**src/hw/rtl/epm_pkg.sv**
```systemverilog
package epm_pkg;

    localparam int DEF_MAX_POINTS = 64;
    localparam int DEF_COEF_BITS  = 21;

    localparam int POINT_W = 16;
    localparam int INDEX_W = 6;
    localparam int RADIUS_W = 12;
    localparam logic [RADIUS_W-1:0] RADIUS_RESET = 12'd80;

    // opcodes of an input item
    localparam logic [1:0] OP_CLEAR  = 2'd0;
    localparam logic [1:0] OP_APPEND = 2'd1;
    localparam logic [1:0] OP_QUERY  = 2'd2;

    // configuration register indexes
    localparam int CFG_INDEX_W = 2;
    localparam logic [CFG_INDEX_W-1:0] CFG_F_ROW0  = 2'd0;
    localparam logic [CFG_INDEX_W-1:0] CFG_F_ROW1  = 2'd1;
    localparam logic [CFG_INDEX_W-1:0] CFG_F_ROW2  = 2'd2;
    localparam logic [CFG_INDEX_W-1:0] CFG_RADIUS  = 2'd3;

    typedef struct packed {
        logic [1:0]         opcode;
        logic [POINT_W-1:0] point_x;
        logic [POINT_W-1:0] point_y;
    } cmd_t;

    typedef struct packed {
        logic               found;
        logic [POINT_W-1:0] match_x;
        logic [POINT_W-1:0] match_y;
        logic [INDEX_W-1:0] match_index;
        logic               store_overflowed;
    } rsp_t;

endpackage

```
**src/hw/rtl/epm_ram.sv**
```systemverilog
module epm_ram
    import epm_pkg::*;
#(
    parameter int WIDTH = 2 * POINT_W,
    parameter int DEPTH = DEF_MAX_POINTS
)
(
    input  logic                                   clk,
    input  logic                                   we,
    input  logic [(DEPTH > 1 ? $clog2(DEPTH) : 1)-1:0] waddr,
    input  logic [WIDTH-1:0]                       wdata,
    input  logic [(DEPTH > 1 ? $clog2(DEPTH) : 1)-1:0] raddr,
    output logic [WIDTH-1:0]                       rdata
);

    logic [WIDTH-1:0] mem [DEPTH];

    always_ff @(posedge clk)
    begin
        if (we)
        begin
            mem[waddr] <= wdata;
        end
        rdata <= mem[raddr];
    end

endmodule

```
**config.mk**
```make
export PLATFORM = sky130hd
export DESIGN_NAME = epm_ram
export DESIGN_NICKNAME = d
export VERILOG_FILES = /design/src/hw/rtl/epm_pkg.sv /design/src/hw/rtl/epm_ram.sv
export SDC_FILE = /design/constraint.sdc
export NUM_CORES = 2
export LEC_CHECK = 0
export ABC_CLOCK_PERIOD_IN_PS = 4100
export BUFFER_PORTS_ARGS = -buffer_cell sky130_fd_sc_hd__buf_2
export CAP_MARGIN = 20
export CORE_UTILIZATION = 65
export CTS_BUF_LIST = sky130_fd_sc_hd__clkbuf_2 sky130_fd_sc_hd__clkbuf_4 sky130_fd_sc_hd__clkbuf_8
export DETAILED_ROUTE_END_ITERATION = 10
export PLACE_DENSITY_LB_ADDON = 0.12
export SLEW_MARGIN = 20
export SYNTH_ARGS = -nofsm -noshare
export SYNTH_HDL_FRONTEND = slang
export SYNTH_SLANG_ARGS = --single-unit
export TNS_END_PERCENT = 10
```
**constraint.sdc**
```tcl
create_clock -name clk -period 4.1 [get_ports clk]
set_input_delay 0.205 -clock clk [delete_from_list [all_inputs] [get_ports clk]]
set_output_delay 0.205 -clock clk [all_outputs]
set_load 0.03 [all_outputs]
```
==> summary by stage <==
Min path
In this run the most critical hold path is launched from waddr[5]. The worst min-delay path category is in2reg. The number of stages on the worst hold path is 3.

For hold timing, the worst endpoint is mem[54][7].

Finish
After filler insertion, the fill cell instance count of the layout stands at 6,486. Summing all flip-flop and latch instances after layout gives 62,100 sq um. The finished layout cell area is 88,700 sq um. Leaving out fill and tap cells, the most frequent cells in the layout are 2,048 x sky130_fd_sc_hd__edfxtp_1, 544 x sky130_fd_sc_hd__mux4_2, 340 x sky130_fd_sc_hd__clkbuf_8.

The post-route non-filler standard cell count is 5,606. In the final layout, the multi-input gates occupy 16,000 sq um. The most common cell after layout, fill and taps aside is sky130_fd_sc_hd__edfxtp_1. Compared with the post-synthesis result, the final layout area differs by 13.0%.

The share of cells above drive strength 1 is 33.5%. At the end of the flow the core is filled with cells to 74.1%. The net count of the finished layout is 3,811.

Setup path
On the critical path, the stage with the largest delay is an instance of sky130_fd_sc_hd__nor2_4. The type of element capturing the critical path is a flip-flop. The highest cell delay on the worst timing path is 1.14 ns.

STA puts the critical path data arrival time at 3.44 ns. Of all nets on the critical path, the largest fanout is 23. The startpoint type of the worst setup path is an input port. At the worst endpoint, the required time is 4.79 ns. Walking the worst path, the cells encountered are dlygate4sd3_1 > buf_2 > nor2b_1 > nand3_1 > nor2_4 > buf_4. Counting cells, the worst reg-to-reg path comes to 5. The kind of critical path is in2reg.

The endpoint of the most critical register-to-register path is rdata[1]. The worst register-to-register path has a setup slack of 1.70 ns. The worst register-to-register path begins at mem[45][1].

Global routing
The total routing usage reported by global routing is 32.3%. The initial antenna violation count is 19. The first global-routing pass estimated 274 mm of wire. The sum of overflow across all layers after global routing is 0. The via count of the first global-routing pass is 39,400. The largest net degree at the start of global routing is 81.

Route
The detailed-route vias per instance is 6.87. The final layout contains routed wiring with a total length of 192 mm. The mean routed wirelength per cell is 34.3 microns. The DRC violation total after the first TritonRoute iteration is 5,418. The count of nets left with antenna violations after detail routing is 0. Before antenna repair, the detailed router went through 5 iterations. After detailed routing, the number of remaining DRC violations is 0. Detailed routing inserted a total of 38,500 vias.

Synth
The cell area that synthesis handed to floorplanning was 78,500 sq um. Counting flops with a built-in enable in the synthesized netlist gives 2,048. The synthesized design contains 2,080 register bits. In this run the mean area of a mapped cell was 23.6 sq um. After technology mapping, the gate count stands at 3,324.

The most frequently used flop master after synthesis is sky130_fd_sc_hd__edfxtp_1. For this run, the number of Yosys warnings is 0. The number of nets in the synthesized netlist is 3,370.

The number of distinct library cells after synthesis is 34. For this run, the register share of the synthesized area comes to 79.1%. The async set-or-reset flop fraction in the synthesized netlist is 0%.

Pwr
Across the VDD grid, the largest voltage drop is 357 uV. Dividing total power by cell area gives a power density of 482 nW/um^2. The sum of internal, switching and leakage power is 42.8 mW. The static leakage is 28.1 nW.

Timing
At the pin with the least slew margin, the transition time is 1.14 ns. The worst pin sits at a relative slew slack of 24.0%. The post-route fraction of the period consumed by the critical path is 67.1%. The final number of max-transition violations is 0. The number of failing hold endpoints at the final stage is 0.

Setup repair after global routing left no endpoint under its margin. The post-route minimum period is 2.75 ns. The count of final setup violators is 0. The top achievable clock speed is 0.363 GHz. The setup TNS is 0 ns.

Between clock sinks in the finished design, the worst skew comes to 0.0505 ns.

Placement
Counting tap cells, the placed design contains a total of 5,001 instances. The count of input and output buffers is 77. The final weighted congestion in routability-driven placement is 0.848. Detailed placement ended at an HPWL of 110 mm. The cell area after placement is 82,100 sq um.

Clock tree
The longest clock path from root to sink contains 4 buffers. The cell sitting at the root of the clock tree is a sky130_fd_sc_hd__clkbuf_8. The TritonCTS clock tree is done. In this run, CTS created clock tree buffers numbering 332. After clock tree synthesis, the clock-pin slew on the worst setup and hold paths is 0.06 ns. The number of H-tree levels is 5. Once the clock tree was built, the setup fixing pass inserted 0 buffers. The total clock sinks is 2,080. The clock latency at the later pin of the worst-skew pair is 1.03 ns.

Floorplanning
The cell row count is 127. The floorplan step defined a core boundary enclosing 120,000 sq um. Pin placement for this block handled 78 I/O pins. The floorplan die width is 350 microns. The starting density of the core is 65.5%. The die covers 122,000 sq um.

The vertical die dimension is 350 microns.

Run status
The run finished with clean final reports.

Run
The number of violations of the max-capacitance limit is 0.
-- flip-flops by register name, summed over array words and instances, names as in the netlist --
signal and cells:
mem 2048, rdata 32
-- critical path, delay by kind of cell --
family / cells / cell delay, ns
AND/OR/NAND/NOR: 3 / 2.01
buffers and inverters: 3 / 1.21
-- cells in the mapped netlist, types with 2 or more instances --
cell                       instances  area, sq um
sky130_fd_sc_hd__edfxtp_1       2048        61500
sky130_fd_sc_hd__mux4_2          544        12300
sky130_fd_sc_hd__nor2_1          137          514
sky130_fd_sc_hd__mux2i_1          93          931
sky130_fd_sc_hd__o22ai_1          84          526
sky130_fd_sc_hd__clkbuf_1         74          278
sky130_fd_sc_hd__a21oi_1          62          310
sky130_fd_sc_hd__buf_2            57          285
sky130_fd_sc_hd__dfxtp_1          32          641
sky130_fd_sc_hd__o221ai_1         27          236
sky130_fd_sc_hd__nand2_1          26         97.6
sky130_fd_sc_hd__buf_4            25          188
sky130_fd_sc_hd__buf_1            21         78.8
sky130_fd_sc_hd__nor2b_1          15         93.8
sky130_fd_sc_hd__a22oi_1          12         90.1
sky130_fd_sc_hd__a311oi_1          8         70.1
sky130_fd_sc_hd__nand2b_1          8         50.1
sky130_fd_sc_hd__nor3_1            7         35.0
sky130_fd_sc_hd__buf_6             5         56.3
sky130_fd_sc_hd__nand3_1           5         25.0
sky130_fd_sc_hd__nand3b_1          5         37.5
sky130_fd_sc_hd__a41o_1            4         40.0
sky130_fd_sc_hd__and3_1            4         25.0
sky130_fd_sc_hd__o32ai_1           4         35.0
sky130_fd_sc_hd__or3_1             3         18.8
sky130_fd_sc_hd__or3b_2            3         26.3
sky130_fd_sc_hd__and2_1            2         12.5
sky130_fd_sc_hd__nand4_1           2         12.5
sky130_fd_sc_hd__or3b_1            2         17.5
-- kinds of logic after synthesis --
group                  after synthesis  share of synthesized area [%]
AOI/OAI and AO/OA                  202                           1.67
and+or+nand+nor                    223                           1.27
DFF                               2080                           79.1
buffers and inverters              182                           1.13
muxes                              637                           16.8
-- layer usage --
metal,wire [microns],vias to the layer above,share of wire (%),track usage [%]
met1,70600,20200,37,46.4
met3,23400,418,12,7.77
li1,-,15200,-,-
met5,126,-,0.066,0
met2,91800,2676,48,49.6
met4,6340,18,3.3,11.9
-- area by class of cell --
type / count / share of cell area [%]
Clock inverter: 124 / 0.914
Multi-Input combinational cell: 1062 / 18.0
Timing Repair Buffer: 289 / 2.73
Tap cell: 1612 / 2.27
Clock buffer: 431 / 6.04
Sequential cell: 2080 / 70.0
Antenna cell: 8 / 0.0226
-- how the worst max path moves through the flow --
stage	from	end	slack [ns]	depth (start not counted)
floorplan	waddr[3]	mem[48][0]	0.74	4
global placement	raddr[0]	rdata[1]	0.79	7
detailed placement	raddr[0]	rdata[1]	0.81	7
CTS	waddr[2]	mem[29][10]	1.46	6
global route	waddr[2]	mem[29][10]	1.31	6
finish	waddr[2]	mem[29][10]	1.35	6
-- stage by stage --
| step | hold WS [ns] | worst slack (ns) |
|---|---|---|
| after global routing | 0.0794 | 1.31 |
| after global placement | 0.438 | 0.788 |
| final | 0.0902 | 1.35 |
| after CTS | 0.00644 | 1.46 |
| after floorplan | 0.304 | 0.735 |
| after detailed placement | 0.448 | 0.809 |
-- report_power, final --
group | switching [mW] | internal (mW) | total [mW] | leakage [nW]
sequential | 0.107 | 23.5 | 23.7 | 18.7
clock | 7.72 | 9.16 | 16.9 | 3.26
combinational | 1.42 | 0.835 | 2.26 | 6.13
total | 9.25 | 33.5 | 42.8 | 28.1
-- what timing repair did --
action	4_1_cts	5_1_grt
hold buffers	42	0
resized for setup	0	0
endpoints found under the hold margin	1804	0
No activity file was read; power rests on OpenSTA's default activity.
